File: src/design/assert_macros.svh
// Assertion macros for the design files; the top level includes them.
`ifndef ASSERT_MACROS_SVH
`define ASSERT_MACROS_SVH
`ifndef ASSERT_OFF
// Check a property at every clock edge outside reset.
`define ASSERT_ALWAYS(label, clk, rst_n, prop, msg) \
    label: assert property (@(posedge clk) disable iff (!rst_n) (prop)) else $error(msg);
// Check that a condition is followed by a consequence in the next cycle.
`define ASSERT_NEXT(label, clk, rst_n, ante, cons, msg) \
    label: assert property (@(posedge clk) disable iff (!rst_n) (ante) |=> (cons)) \
        else $error(msg);
`else
`define ASSERT_ALWAYS(label, clk, rst_n, prop, msg)
`define ASSERT_NEXT(label, clk, rst_n, ante, cons, msg)
`endif
`endif

File: src/design/sbbc_pkg.sv
// Package of types and constants for the scanline border ball check.
package sbbc_pkg;

    localparam int COORD_W = 11;
    localparam int DIST_W = 10;
    localparam int COUNT_W = 7;
    localparam int SQ_W = 2 * COORD_W;
    localparam int SUM_W = SQ_W + 1;
    localparam int LIM_W = 2 * DIST_W;
    localparam int CFG_IDX_W = 1;
    localparam int CFG_DATA_W = DIST_W;

    localparam int SCAN_LINES_DEFAULT = 10;

    localparam logic [DIST_W-1:0] NEAR_DIST_RESET = DIST_W'(20);
    localparam logic [COUNT_W-1:0] REJECT_RESET = COUNT_W'(4);
    localparam logic [COUNT_W-1:0] COUNT_MAX = COUNT_W'(127);

    // Configuration register indexes
    localparam logic [CFG_IDX_W-1:0] REG_NEAR_DISTANCE = CFG_IDX_W'(0);
    localparam logic [CFG_IDX_W-1:0] REG_REJECT_LINES = CFG_IDX_W'(1);

    // One classified pixel
    typedef struct packed {
        logic               inner_hit;
        logic               outer_hit;
        logic               field_hit;
        logic [COORD_W-1:0] pixel_x;
        logic [COORD_W-1:0] pixel_y;
        logic               line_end;
    } pixel_t;

    // Summary of one finished scan line
    typedef struct packed {
        logic               valid;
        logic               candidate;
        logic               set_last;
        logic [COORD_W-1:0] dx;
        logic [COORD_W-1:0] dy;
    } line_close_t;

endpackage

File: src/design/sbbc_line_tracker.sv
// Per-line border tracking and line close stage of the scanline border ball check.
module sbbc_line_tracker
    import sbbc_pkg::*;
#(
    parameter int SCAN_LINES = SCAN_LINES_DEFAULT
) (
    input  logic        aclk,
    input  logic        aresetn,
    input  logic        advance,
    input  logic        pix_valid,
    input  pixel_t      pix,
    output line_close_t close,
    output logic [$clog2(SCAN_LINES+1)-1:0] line_index
);

    localparam int LINE_W = $clog2(SCAN_LINES + 1);
    localparam logic [LINE_W-1:0] LAST_LINE = LINE_W'(SCAN_LINES - 1);

    logic               past_inner_reg, past_inner_next;
    logic               field_seen_reg, field_seen_next;
    logic               outer_seen_reg, outer_seen_next;
    logic [COORD_W-1:0] outer_x_reg, outer_x_next;
    logic [COORD_W-1:0] outer_y_reg, outer_y_next;
    logic [COORD_W-1:0] inner_x_reg, inner_x_next;
    logic [COORD_W-1:0] inner_y_reg, inner_y_next;
    logic [LINE_W-1:0]  line_index_reg, line_index_next;
    line_close_t        close_reg, close_next;
    logic               set_last;

    // Update the line state with the current pixel
    always_comb begin
        past_inner_next = past_inner_reg;
        field_seen_next = field_seen_reg;
        outer_seen_next = outer_seen_reg;
        outer_x_next    = outer_x_reg;
        outer_y_next    = outer_y_reg;
        inner_x_next    = inner_x_reg;
        inner_y_next    = inner_y_reg;
        if (!past_inner_reg) begin
            if (pix.inner_hit) begin
                past_inner_next = 1'b1;
            end
        end else begin
            if (pix.field_hit && !field_seen_reg) begin
                if (!outer_seen_reg) begin
                    field_seen_next = 1'b1;
                end
            end else if (pix.outer_hit && !outer_seen_reg) begin
                outer_seen_next = 1'b1;
                outer_x_next    = pix.pixel_x;
                outer_y_next    = pix.pixel_y;
            end
            if (pix.inner_hit) begin
                inner_x_next = pix.pixel_x;
                inner_y_next = pix.pixel_y;
            end
        end
    end

    // Count lines within the set
    assign set_last = (line_index_reg == LAST_LINE);
    always_comb begin
        line_index_next = line_index_reg;
        if (pix_valid && pix.line_end) begin
            line_index_next = set_last ? '0 : line_index_reg + LINE_W'(1);
        end
    end

    // Summarize the line at its last pixel
    always_comb begin
        close_next.valid     = pix_valid && pix.line_end;
        close_next.candidate = outer_seen_next && !field_seen_next;
        close_next.set_last  = set_last;
        close_next.dx = (inner_x_next > outer_x_next) ? inner_x_next - outer_x_next
                                                      : outer_x_next - inner_x_next;
        close_next.dy = (inner_y_next > outer_y_next) ? inner_y_next - outer_y_next
                                                      : outer_y_next - inner_y_next;
    end

    // Hold line state; clear it at each line end
    always_ff @(posedge aclk) begin
        if (!aresetn) begin
            past_inner_reg <= 1'b0;
            field_seen_reg <= 1'b0;
            outer_seen_reg <= 1'b0;
            outer_x_reg    <= '0;
            outer_y_reg    <= '0;
            inner_x_reg    <= '0;
            inner_y_reg    <= '0;
            line_index_reg <= '0;
        end else if (advance && pix_valid) begin
            line_index_reg <= line_index_next;
            if (pix.line_end) begin
                past_inner_reg <= 1'b0;
                field_seen_reg <= 1'b0;
                outer_seen_reg <= 1'b0;
                outer_x_reg    <= '0;
                outer_y_reg    <= '0;
                inner_x_reg    <= '0;
                inner_y_reg    <= '0;
            end else begin
                past_inner_reg <= past_inner_next;
                field_seen_reg <= field_seen_next;
                outer_seen_reg <= outer_seen_next;
                outer_x_reg    <= outer_x_next;
                outer_y_reg    <= outer_y_next;
                inner_x_reg    <= inner_x_next;
                inner_y_reg    <= inner_y_next;
            end
        end
    end

    // Close stage: clear valid under reset, load the summary while advance is high
    always_ff @(posedge aclk) begin
        if (!aresetn) begin
            close_reg.valid <= 1'b0;
        end else if (advance) begin
            close_reg <= close_next;
        end
    end

    assign close      = close_reg;
    assign line_index = line_index_reg;

endmodule

File: src/design/scanline_border_ball_check_top.sv
// Top level of the scanline border ball check.
//
// Takes one classified pixel word per cycle while s_ready is high. A pixel
// passes an input register, the per-line tracker with its line close register,
// a squaring stage (two 11 x 11 multipliers) and the judge stage that counts
// near lines and loads the result register. s_ready drops only in the cycle
// where a finished set result meets a result register that still holds an
// untaken word; otherwise input flows while a result waits. The squared limit
// is registered in the cycle after a write to near_distance.
`include "assert_macros.svh"
module scanline_border_ball_check_top
    import sbbc_pkg::*;
#(
    parameter int SCAN_LINES = SCAN_LINES_DEFAULT
) (
    input  logic                  aclk,
    input  logic                  aresetn,
    // configuration
    input  logic                  cfg_we,
    input  logic [CFG_IDX_W-1:0]  cfg_index,
    input  logic [CFG_DATA_W-1:0] cfg_wdata,
    // pixel words
    input  logic                  s_valid,
    output logic                  s_ready,
    input  logic                  s_inner_hit,
    input  logic                  s_outer_hit,
    input  logic                  s_field_hit,
    input  logic [COORD_W-1:0]    s_pixel_x,
    input  logic [COORD_W-1:0]    s_pixel_y,
    input  logic                  s_line_end,
    // result words
    output logic                  m_valid,
    input  logic                  m_ready,
    output logic                  m_ball_valid,
    output logic [COUNT_W-1:0]    m_near_lines
);

    localparam int LINE_W = $clog2(SCAN_LINES + 1);

    logic [DIST_W-1:0]  near_distance_reg;
    logic [COUNT_W-1:0] reject_lines_reg;
    logic [LIM_W-1:0]   limit_sq_reg;

    logic               advance;
    logic               pix_valid_reg;
    pixel_t             pix_reg;
    line_close_t        close;
    logic [LINE_W-1:0]  line_index;

    logic               sq_valid_reg;
    logic               sq_cand_reg;
    logic               sq_last_reg;
    logic [SQ_W-1:0]    dx_sq_reg;
    logic [SQ_W-1:0]    dy_sq_reg;

    logic [SUM_W-1:0]   dist_sq;
    logic               line_near;
    logic [COUNT_W-1:0] near_count_reg, near_count_next;
    logic               result_load;

    logic               m_valid_reg;
    logic               m_ball_valid_reg;
    logic [COUNT_W-1:0] m_near_lines_reg;

    // Configuration registers
    always_ff @(posedge aclk) begin
        if (!aresetn) begin
            near_distance_reg <= NEAR_DIST_RESET;
            reject_lines_reg  <= REJECT_RESET;
        end else if (cfg_we) begin
            case (cfg_index)
                REG_NEAR_DISTANCE: near_distance_reg <= cfg_wdata;
                REG_REJECT_LINES:  reject_lines_reg  <= cfg_wdata[COUNT_W-1:0];
                default: ;
            endcase
        end
    end

    // Keep the squared distance limit in a register behind near_distance_reg
    always_ff @(posedge aclk) begin
        limit_sq_reg <= LIM_W'(near_distance_reg) * LIM_W'(near_distance_reg);
    end

    // Stall only when a set result finds the result register occupied and m_ready low
    assign advance = !(sq_valid_reg && sq_last_reg && m_valid_reg && !m_ready);
    assign s_ready = advance;

    // Input register
    always_ff @(posedge aclk) begin
        if (!aresetn) begin
            pix_valid_reg <= 1'b0;
        end else if (advance) begin
            pix_valid_reg <= s_valid;
        end
    end

    always_ff @(posedge aclk) begin
        if (advance && s_valid) begin
            pix_reg.inner_hit <= s_inner_hit;
            pix_reg.outer_hit <= s_outer_hit;
            pix_reg.field_hit <= s_field_hit;
            pix_reg.pixel_x   <= s_pixel_x;
            pix_reg.pixel_y   <= s_pixel_y;
            pix_reg.line_end  <= s_line_end;
        end
    end

    sbbc_line_tracker #(
        .SCAN_LINES(SCAN_LINES)
    ) u_tracker (
        .aclk      (aclk),
        .aresetn   (aresetn),
        .advance   (advance),
        .pix_valid (pix_valid_reg),
        .pix       (pix_reg),
        .close     (close),
        .line_index(line_index)
    );

    // Squaring stage
    always_ff @(posedge aclk) begin
        if (!aresetn) begin
            sq_valid_reg <= 1'b0;
        end else if (advance) begin
            sq_valid_reg <= close.valid;
        end
    end

    always_ff @(posedge aclk) begin
        if (advance) begin
            sq_cand_reg <= close.candidate;
            sq_last_reg <= close.set_last;
            dx_sq_reg   <= SQ_W'(close.dx) * SQ_W'(close.dx);
            dy_sq_reg   <= SQ_W'(close.dy) * SQ_W'(close.dy);
        end
    end

    // Judge the line and advance the near-line count
    assign dist_sq   = SUM_W'(dx_sq_reg) + SUM_W'(dy_sq_reg);
    assign line_near = sq_cand_reg && (dist_sq < SUM_W'(limit_sq_reg));

    always_comb begin
        near_count_next = near_count_reg;
        if (line_near && near_count_reg != COUNT_MAX) begin
            near_count_next = near_count_reg + COUNT_W'(1);
        end
    end

    assign result_load = advance && sq_valid_reg && sq_last_reg;

    always_ff @(posedge aclk) begin
        if (!aresetn) begin
            near_count_reg <= '0;
        end else if (advance && sq_valid_reg) begin
            near_count_reg <= sq_last_reg ? '0 : near_count_next;
        end
    end

    // Result register: load at set end, drop when taken
    always_ff @(posedge aclk) begin
        if (!aresetn) begin
            m_valid_reg <= 1'b0;
        end else if (result_load) begin
            m_valid_reg <= 1'b1;
        end else if (m_ready) begin
            m_valid_reg <= 1'b0;
        end
    end

    always_ff @(posedge aclk) begin
        if (result_load) begin
            m_ball_valid_reg <= (near_count_next < reject_lines_reg);
            m_near_lines_reg <= near_count_next;
        end
    end

    assign m_valid      = m_valid_reg;
    assign m_ball_valid = m_ball_valid_reg;
    assign m_near_lines = m_near_lines_reg;

    // Checks
    `ASSERT_ALWAYS(a_line_index_range, aclk, aresetn,
        line_index < LINE_W'(SCAN_LINES), "line index beyond set length")
    `ASSERT_ALWAYS(a_near_lines_range, aclk, aresetn,
        !m_valid || m_near_lines <= COUNT_W'(SCAN_LINES), "near line count exceeds lines")
    `ASSERT_NEXT(a_count_restart, aclk, aresetn,
        result_load, near_count_reg == '0, "near count not cleared after set result")
    `ASSERT_NEXT(a_result_loaded, aclk, aresetn,
        result_load, m_valid, "set result not presented")

endmodule

File: config.mk
export PLATFORM = sky130hd
export DESIGN_NAME = scanline_border_ball_check_top
export DESIGN_NICKNAME = d
export VERILOG_FILES = /design/src/design/sbbc_pkg.sv /design/src/design/sbbc_line_tracker.sv /design/src/design/scanline_border_ball_check_top.sv
export VERILOG_INCLUDE_DIRS = /design/src /design/src/design
export SDC_FILE = /design/constraint.sdc
export NUM_CORES = 1
export LEC_CHECK = 0
export BUFFER_PORTS_ARGS = -buffer_cell sky130_fd_sc_hd__buf_2
export CAP_MARGIN = 20
export CORE_ASPECT_RATIO = 1.75
export CORE_MARGIN = 1
export CORE_UTILIZATION = 50
export DETAILED_ROUTE_END_ITERATION = 8
export PLACE_DENSITY = 0.66
export RECOVER_POWER = 50
export SYNTH_ARGS = -nofsm -noshare
export SYNTH_HDL_FRONTEND = slang
export SYNTH_SLANG_ARGS = --single-unit
File: constraint.sdc
create_clock -name aclk -period 17.5 [get_ports aclk]
set_input_delay 3.5 -clock aclk [delete_from_list [all_inputs] [get_ports aclk]]
set_output_delay 3.5 -clock aclk [all_outputs]
set_load 0.03 [all_outputs]
* Yosys cells after proc, flatten, opt, wreduce, memory -nomap -nowiden
Index checks and enable logic that the tools add are counted.
Storage, ports and cells: bits in registers 203, input bits 42, output and inout bits 10, logic and storage cells 105
Cells by class: $add $sub $neg 7, $mul 3, order comparisons 4, equality and inequality tests 2, muxes and demuxes 32, bitwise operators 2, reduce and logical (&&, ||, !) cells 23
Operator list (number):
- two-way mux 11 bit | 16
- multiplier 11 x 11 -> 22 bit | 2
- subtractor 11 bit | 4
- adder 22 x 22 -> 23 bit | 1
- less-than comparator 23 x 20 -> 1 bit | 1
- > comparator 11 bit | 2
- multiplier 10 x 10 -> 20 bit | 1
- two-way mux 7 bit | 2
- logical AND 1 bit | 13
- two-way mux 1 bit | 13
- AND reduction 2 bit | 4
- adder 7 x 1 -> 7 bit, second input constant | 1
- less-than comparator 7 bit | 1
- != test 7 bit, second input constant | 1
- zero test 1 bit | 5
- adder 4 x 1 -> 4 bit, second input constant | 1
- equality test 4 bit, second input constant | 1
- two-way mux 4 bit | 1
- inverter 1 bit | 2
- nonzero test 2 bit | 1

* Logic depth before layout (Yosys ltp)
Gate-level depths: netlist of run 1.
word-level depth 7, depth in mapped cells 24, mapped depth without buffers 24

* Modules after synthesis
From an unflattened synthesis of run 1, not the netlist that was laid out.
Unflattened totals: cell total of the unflattened synthesis 2140, area, all modules 19859.0 um^2
By module, submodules not included:
- scanline_border_ball_check_top | times used 1, cells each 1455, area an instance 14227.4 um^2
- sbbc_line_tracker | times used 1, cells each 685, area an instance 5631.7 um^2

* Worst setup path after synthesis of run 1
No wires, ideal clock.
path kind input port to output port, start input port m_ready, end output port s_ready, arrival time 4749 ps, required time 14000 ps, path slack 9251 ps, stages 3, cells stage by stage nand2b_1 > nor2_1 > inv_1
Between the ends: longest elaborated chain between the ends 3
Ends and longest elaborated chain:
- start, declared | line scanline_border_ball_check_top.sv:33 | input logic m_ready,
- zero test 1 bit | line scanline_border_ball_check_top.sv:85 | assign advance = !(sq_valid_reg && sq_last_reg && m_valid_reg && !m_ready);
- logical AND 1 bit | line scanline_border_ball_check_top.sv:85
- zero test 1 bit | line scanline_border_ball_check_top.sv:85
- end, declared | line scanline_border_ball_check_top.sv:24 | output logic s_ready,
Every way passes these cells.

* Worst setup path in the final report of run 1
Same ends and word-level chain as after synthesis.

==> results of run 1 <==
logic make-up after synthesis:
logic type               after synthesis  share of synthesized area (%)
AND/OR/NAND/NOR                      554                           14.6
adder cells (fa/ha/maj)              415                           33.2
multiplexers                          63                           3.38
flip-flops                           200                           25.6
AO/OA/AOI/OAI                        333                           11.2
buffers and inverters                391                           7.47
XOR/XNOR                             104                           4.64
critical path, cell delays in order:
cell and delay [ns]:
buf_2 0.08, nand2b_1 0.11, nor2_1 0.08, clkinv_1 0.05
clkbuf_1 1.86, buf_2 0.48
cell usage after synthesis (all sizes together), types with 14 or more instances:
master,n,share of area [%]
a21boi,23,0.90
a21o,42,1.6
a21oi,107,2.7
a22oi,21,0.80
and2,111,3.5
and3,17,0.54
clkbuf,66,1.3
dfxtp,98,10
edfxtp,102,16
fa,176,18
ha,239,15
inv,316,6.0
mux2,27,1.5
mux2i,36,1.8
nand2,147,2.8
nand2b,14,0.45
nand3,31,0.79
nor2,68,1.3
nor2b,81,2.6
nor3,47,1.2
o21ai,59,1.5
o21bai,15,0.59
xnor2,75,3.3
xor2,29,1.3
final cells by class:
| type | instances | area [sq um] | area share (%) |
|---|---|---|---|
| clock inverters | 15 | 186 | 0.893 |
| inverters | 316 | 1190 | 5.68 |
| repair buffers | 60 | 314 | 1.50 |
| flip-flops and latches | 200 | 5020 | 24.1 |
| clock buffers | 17 | 425 | 2.04 |
| well taps | 485 | 607 | 2.91 |
| multi-input cells | 1469 | 13100 | 62.9 |
worst paths after layout:
kind,start,endpoint,slack (ns),cells after the start
setup / recovery,m_ready,s_ready,7.84,6
hold / removal,u_tracker.close[22],sq_last_reg,0.45,0
setup reg to reg,dx_sq_reg[4],m_ball_valid,10.74,23
hold reg to reg,u_tracker.close[22],sq_last_reg,0.45,0
power by group through the flow:
stage / logic (mW) / clock network [mW] / registers [mW]
2_1_floorplan: 1.64 / 0 / 0.667
3_3_place_gp: 1.97 / 0 / 0.714
3_5_place_dp: 2.02 / 0 / 0.715
4_1_cts: 2.04 / 0.420 / 0.705
5_1_grt: 2.31 / 0.434 / 0.710
6_report: 2.00 / 0.408 / 0.703
routing by layer:
metal | vias to the layer above | share of wire (%) | global-route usage, %
met4 | 0 | 4.0 | 10.0
li1 | 6840 | - | -
met3 | 71 | 1.9 | 2.54
met2 | 167 | 58 | 42.5
met5 | - | 0 | 0
met1 | 6674 | 36 | 19.4
==> run metrics, run 1 <==
NetSw 1.39 mW; Syn Nets 2517; Cell Int Power 1.72 mW; Max-Cap Viols 3; max reg flops 26; Worst Path Max Fanout between 40 and 50; peak supply drop 87.3 uV; power density over the cells around 150 nW/um^2; Slew Viols, Final 137; post-layout util between 50% and 60%; worst-case clock buffer depth 2; P_leak 10.3 nW; Via density around 5.4; root buf cell clkbuf_16; cts bufs inserted 17; Die Ht roughly 260 microns; GRT Util Overall between 20% and 30%; pre-CTS setup slack 9.32 ns; Fillers roughly 3.5k; failing checks capacitance limit, slew limit; sequential share of power between 20% and 30%; Initial Utilization between 50% and 60%; Final WS setup 7.84 ns; Seq/Total Area, Yosys around 26%; vias in the first global route 14.8k; FP Rows 95; CORE AREA around 39000 sq um; CP Data Arrival Time slightly above 6 ns; DR WL/cell approximately 15 microns; DP Cell Count roughly 2.5k; startpoint types primary input; Setup crit end kind output pin; Hold Path Class reg -> reg; #FFs+latches synth 200; fin area roughly 21000 sq um; placed cell area between 20000 and 25000 sq um; hold buffer count at CTS 0; TritonCTS clock tree built; commonest non-fill, non-tap cell in the layout inv_1; Final setup viols 0; Post-CTS Setup Inserts 0; final hold vios 0; layout cell share with drive strength beyond 1 6.02%; Syn Std Cell Area between 15000 and 20000 sq um; Post-Synthesis Cells roughly 2.1k; Synth async-reset ratio 0%; power share of the clock group between 10% and 20%; drt pass-1 iters 5; Placer Congestion slightly below 0.9; Syn-to-layout area delta 6.30%; Post-synth EDFFs between 100 and 150; Fmax achieved approximately 100 MHz; Sw Share 44.7%; Total Power approximately 3.1 mW; Clock Skew around 0.012 ns; clock sink count 200; I/O Pins 52; Netlist cell types 64; later-pin clock latency in the skew report about 0.47 ns; most frequent cells in the layout inv_1 (315), ha_1 (239), fa_1 (176); WP data required 14.00 ns; Yosys warnings 0; Initial DRC Count 429; status complete, but fails checks; first-pass GRT wire length ~67000 microns; Synth Area per Inst around 9.5 sq um; Main synth FF type edfxtp_1; Final Non-Filler Cells ~2.6k; Worst-path clk slew 0.08 ns; Final #Nets roughly 2.5k; RSZ-0062 raised after global routing false; DRC 0; Slew HR -85.6%; drt total wl 39200 microns; placed wire-length estimate approximately 32000 microns; CP Class in -> out; Detail Route Antenna Nets 0; largest net degree at the start of global routing a little under 80; setup TNS 0 ns; hold slack 0.455 ns; initial antenna violation count 0; via count ~14k; IO Port Bufs approximately 50; Die W roughly 150 microns; antenna cells 0; H-tree depth 4; cts repair resizes 0; Worst Tran Pin Value 2.78 ns; die area about 40000 sq um; fin crit share 55.2%; GR Overflow Total 0; fin crit period around 9.7 ns; Logic pwr share between 60 and 70%
No activity file was read; power rests on OpenSTA's default activity.
==> run 2, diff against run 1 <==
clock period = 9.2 ns   (was 17.5 ns; I/O delays follow)
==> run metrics, run 2 (synthesis results as in run 1) <==
commonest non-fill, non-tap cell in the layout inv_1; initial antenna violation count 0 (unchanged); RSZ-0062 raised after global routing false; Post-CTS Setup Inserts 0 (unchanged); reg2reg end dx_sq_reg[21]; hold buffer count at CTS 0 (unchanged); Die W 152 microns (unchanged); clock sink count 200 (unchanged); Clock Skew 0.0241 ns (+0.0123 ns); fin crit share 69.4%; vias in the first global route 14.7k (-0.97%); GRT Util Overall 20.7% (+0.035 points); power density over the cells 285 nW/um^2 (+91%); Setup crit end kind flip-flop; worst-case clock buffer depth 2 (unchanged); first-pass GRT wire length 67000 microns (-0.10%); TritonCTS clock tree built; cts bufs inserted 17 (unchanged); H-tree depth 4 (unchanged); IO Port Bufs 51 (unchanged); Final #Nets 2521 (unchanged); Slew Viols, Final 127 (-7.3%); cts repair resizes 0 (unchanged); Fmax achieved about 160 MHz; DR WL/cell 15.5 microns (+0.95%); FP Rows 95 (unchanged); crit path capture dx_sq_reg[21]; Slew HR -88.9% (-3.4 points); Hold Path Class reg -> reg; Max-Cap Viols 2 (-1); met3 GRT Util 2.31% (-0.23 points); peak supply drop 204 uV (+130%); antenna cells 0 (unchanged); WP data required 9.40 ns (-4.60 ns); Initial Utilization 51.0% (unchanged); CP Data Arrival Time 6.58 ns (+0.42 ns); hold slack 0.449 ns (-0.00596 ns); Final setup viols 0 (unchanged); startpoint types flip-flop; largest net degree at the start of global routing 78 (unchanged); worst setup path startpoint u_tracker.close[15]; via count 13.8k (+0.33%); placed cell area 20300 sq um (about the same); Top Usage Layer GRT met2; CORE AREA 38500 sq um (unchanged); root buf cell clkbuf_16; later-pin clock latency in the skew report 0.47 ns (about the same); Worst Path Max Fanout 13 (-73%); status complete, but fails checks; setup TNS 0 ns (unchanged); placed wire-length estimate 32700 microns (+1.9%); max reg flops 26 (unchanged); P_leak 10.3 nW (+0.10%); die area 40100 sq um (unchanged); layout cell share with drive strength beyond 1 6.21% (+0.19 points); Initial DRC Count 390 (-9.1%); Final WS setup 2.81 ns (-5.02 ns); Worst-path clk slew 0.08 ns (about the same); DP Cell Count 2530 (+0.040%); fin area 20900 sq um (about the same); failing checks capacitance limit, slew limit; M1 GR Usage 19.6% (+0.26 points); final hold vios 0 (unchanged); Reg2Reg Depth 20 (-13%); setup slack, reg-to-reg 2.81 ns (-7.93 ns); Reg2Reg Launch Point u_tracker.close[15]; Total Power 5.96 mW (+91%); most frequent cells in the layout inv_1 (315), ha_1 (239), fa_1 (176); pre-CTS setup slack 2.78 ns (-6.54 ns); Final Non-Filler Cells 2562 (unchanged); drt pass-1 iters 5 (unchanged); DRC 0 (unchanged); Placer Congestion 0.873 (+0.24%); Detail Route Antenna Nets 0 (unchanged); routing usage on met2 42.0% (-0.57 points); fin crit period 6.39 ns; I/O Pins 52 (unchanged); CP Class reg -> reg; Die Ht 264 microns (unchanged); post-layout util 54.3% (about the same); GR Overflow Total 0 (unchanged); Syn-to-layout area delta 6.37% (about the same); drt total wl 39600 microns (+0.95%); Worst Tran Pin Value 2.83 ns (+0.0507 ns); Via density 5.39 (+0.33%)
==> run 2: cell count changes in the layout (fill, tap and decap cells not counted), sizes merged <==
cell    change
buf         +2
clkbuf      -2
inv         -1
bufinv      +2
clkinv      -1
==> run 2: power by group <==
part           switching [mW]  internal, mW  total (mW)
Sequential              0.124          1.22        1.34
Clock                   0.378         0.418       0.797
Combinational            2.13          1.69        3.83
==> run 2: per-layer routing <==
layer / wire, microns / vias to the layer above / share of wire (%)
met3: 710 / 87 / 1.8
met4: 1880 / 0 / 4.7
li1: - / 6819 / -
met2: 22700 / 203 / 57
met5: 0 / - / 0
met1: 14300 / 6689 / 36
==> run 2: layout make-up <==
| class | count | area [sq um] |
|---|---|---|
| inverter | 316 | 1190 |
| clock buffer | 17 | 425 |
| clock inverter | 15 | 200 |
| multi-input combinational | 1469 | 13200 |
| sequential | 200 | 5020 |
| tap | 485 | 607 |
| timing repair buffer | 60 | 297 |
| fill | 3504 | 17600 |
==> run 2: how the worst min path moves through the flow <==
stage | cells after the start | slack (ns) | start | to
CTS | 0 | 0.45 | u_tracker.close[22] | sq_last_reg
global route | 0 | 0.47 | u_tracker.close[22] | sq_last_reg
detailed placement | 0 | 0.44 | u_tracker.close[22] | sq_last_reg
global placement | 0 | 0.44 | u_tracker.close[22] | sq_last_reg
floorplan | 0 | 0.38 | near_distance_reg[0] | limit_sq_reg[0]
finish | 0 | 0.45 | u_tracker.close[22] | sq_last_reg
==> run 2: critical path, cell delays in order (launching register included) <==
cell and delay [ns]:
edfxtp_1 0.56, and2_1 0.26, fa_1 0.52, fa_1 0.52, inv_1 0.05, fa_1 0.53, inv_1 0.05, fa_1 0.47
inv_1 0.04, fa_1 0.47, inv_1 0.04, ha_1 0.29, or2_2 0.31, a21oi_1 0.15, a21oi_1 0.10, a41o_1 0.31
o41ai_1 0.38, nor2_1 0.10, a2111oi_0 0.64, a21oi_1 0.16, xnor2_1 0.17
==> run 3, diff against run 2 <==
clock period = 6.1 ns   (was 9.2 ns; I/O delays follow)
==> run metrics, run 3 (synthesis results as in run 1) <==
status complete, but fails checks; failing checks capacitance limit, slew limit; Syn-to-layout area delta 7.23%; worst-case clock buffer depth 2 (unchanged); worst-path cell chain and2_1 -> fa_1 -> fa_1 -> inv_1 -> fa_1 -> inv_1 -> fa_1 -> inv_1 -> fa_1 -> inv_1 -> ha_1 -> or2_2 -> a21oi_1 -> a21oi_1 -> a41o_1 -> o41ai_2 -> nor2_1 -> a2111oi_2 -> a21oi_1 -> xnor2_1; Initial DRC Count 469 (+20%); drt pass-1 iters 4 (-1); most used cell, CP fa_1; Post-CTS Setup Inserts 0 (unchanged); post-layout util 54.7% (+0.44 points); IO Port Bufs 51 (unchanged); Die W 152 microns (unchanged); Final #Nets 2546 (+0.99%); Hold Path Class reg -> reg; most frequent cells in the layout inv_1 (315), ha_1 (239), fa_1 (176); fin area 21100 sq um (+0.80%); NetSw 4.01 mW (+52%); crit-path leading delay family adder cells; placed cell area 20500 sq um (+0.92%); DP Cell Count 2555 (+0.99%); largest net degree at the start of global routing 78 (unchanged); clock sink count 200 (unchanged); Crit path largest cell delay 0.57 ns (-0.07 ns); GRT Util Overall 20.7% (+0.033 points); initial antenna violation count 0 (unchanged); later-pin clock latency in the skew report 0.46 ns (about the same); DRC 0 (unchanged); power share of the clock group 12.8% (-0.6 points); die area 40100 sq um (unchanged); CORE AREA 38500 sq um (unchanged); CP Class reg -> reg; Worst Tran Pin Value 2.86 ns (+0.0215 ns); Final Non-Filler Cells 2587 (+0.98%); Placer Congestion 0.900 (+3.1%); Final setup viols 0 (unchanged); Fmax achieved 173 MHz (+11%); buffer and inverter count on the worst path 4 (unchanged); fin crit share 94.7% (+25 points); Cell Int Power 5.03 mW (+51%); P_leak 10.4 nW (+1.1%); Die Ht 264 microns (unchanged); RSZ-0062 raised after global routing false; H-tree depth 4 (unchanged); DR WL/cell 15.4 microns (-0.69%); Initial Utilization 51.0% (unchanged); GR Overflow Total 0 (unchanged); Slew Viols, Final 127 (unchanged); drt total wl 39700 microns (+0.28%); antenna cells 0 (unchanged); I/O Pins 52 (unchanged); peak supply drop 311 uV (+52%); fin crit period 5.78 ns (-0.612 ns); Slew HR -90.4% (-1.4 points); Worst-path clk slew 0.08 ns (about the same); first-pass GRT wire length 67500 microns (+0.77%); final hold vios 0 (unchanged); Final WS setup 0.324 ns (-2.49 ns); Logic pwr share 65.1% (+0.9 points); pre-CTS setup slack -0.108 ns (-2.89 ns); layout cell share with drive strength beyond 1 7.18% (+0.97 points); root buf cell clkbuf_16; cts bufs inserted 17 (unchanged); Setup crit end kind flip-flop; power density over the cells 429 nW/um^2 (+50%); vias in the first global route 14.8k (+0.85%); TritonCTS clock tree built; startpoint types flip-flop; sequential share of power 22.1% (-0.4 points); placed wire-length estimate 33100 microns (+1.1%); max reg flops 26 (unchanged); Clock Skew 0.0123 ns (-0.0118 ns); Sw Share 44.3% (+0.15 points); setup TNS 0 ns (unchanged); via count 13.9k (+1.0%); Via density 5.39 (about the same); Detail Route Antenna Nets 0 (unchanged); WP data required 6.30 ns (-3.10 ns); CP Data Arrival Time 5.98 ns (-0.60 ns); FP Rows 95 (unchanged); commonest non-fill, non-tap cell in the layout inv_1; Worst Path Max Fanout 5 (-8); Slowest cell on crit path fa_1; Max-Cap Viols 2 (unchanged)
==> run 3: cell types whose count changed in the layout (fill, tap and decap cells not counted), sizes merged <==
cell and delta:
buf +22, inv +1, bufinv -1, clkinvlp +1, clkinv -1, clkbuf +3
==> run 3: what timing repair did <==
action,CTS,global route
pin swaps,0,1
setup endpoints to repair,2,3
hold endpoints to repair,0,0
gates resized for setup,2,2
hold buffers,0,0
==> run 3: stage by stage <==
step / power, mW / hold WS [ns]
floorplan: 6.60 / 0.383
global placement: 7.81 / 0.417
detailed placement: 7.92 / 0.423
CTS: 9.14 / 0.443
global route: 10.0 / 0.457
finish: 9.04 / 0.444
==> run 3: path summary, 6_finish.rpt <==
path / from / endpoint / slack [ns] / cells past startpoint
setup / recovery: u_tracker.close[17] / dx_sq_reg[21] / 0.32 / 20
hold / removal: u_tracker.close[23] / sq_cand_reg / 0.44 / 0
setup reg to reg: u_tracker.close[17] / dx_sq_reg[21] / 0.32 / 20
hold reg to reg: u_tracker.close[23] / sq_cand_reg / 0.44 / 0
==> run 3: area by class of cell <==
cell class	count	area, sq um
repair buffers	85	475
multi-input cells	1469	13200
fillers	3545	17400
well taps	485	607
flip-flops and latches	200	5020
clock inverters	15	174
inverters	316	1190
clock buffers	17	425
==> run 3: power groups by stage <==
stage	clock network (mW)	registers, mW	logic [mW]
after floorplan	0	1.91	4.69
after global placement	0	2.03	5.78
after detailed placement	0	2.04	5.89
after CTS	1.18	2.01	5.95
after global routing	1.23	2.02	6.77
final	1.16	2.00	5.88
==> run 3: metal layers <==
layer  routed length, microns  share of wire, %  vias up  track usage (%)
li1                         -                 -     6862                -
met1                    14300                36     6845             19.3
met2                    23100                58      156             43.1
met3                      572               1.4       76             2.30
met4                     1670               4.2        0             9.92
met5                        0                 0        -                0
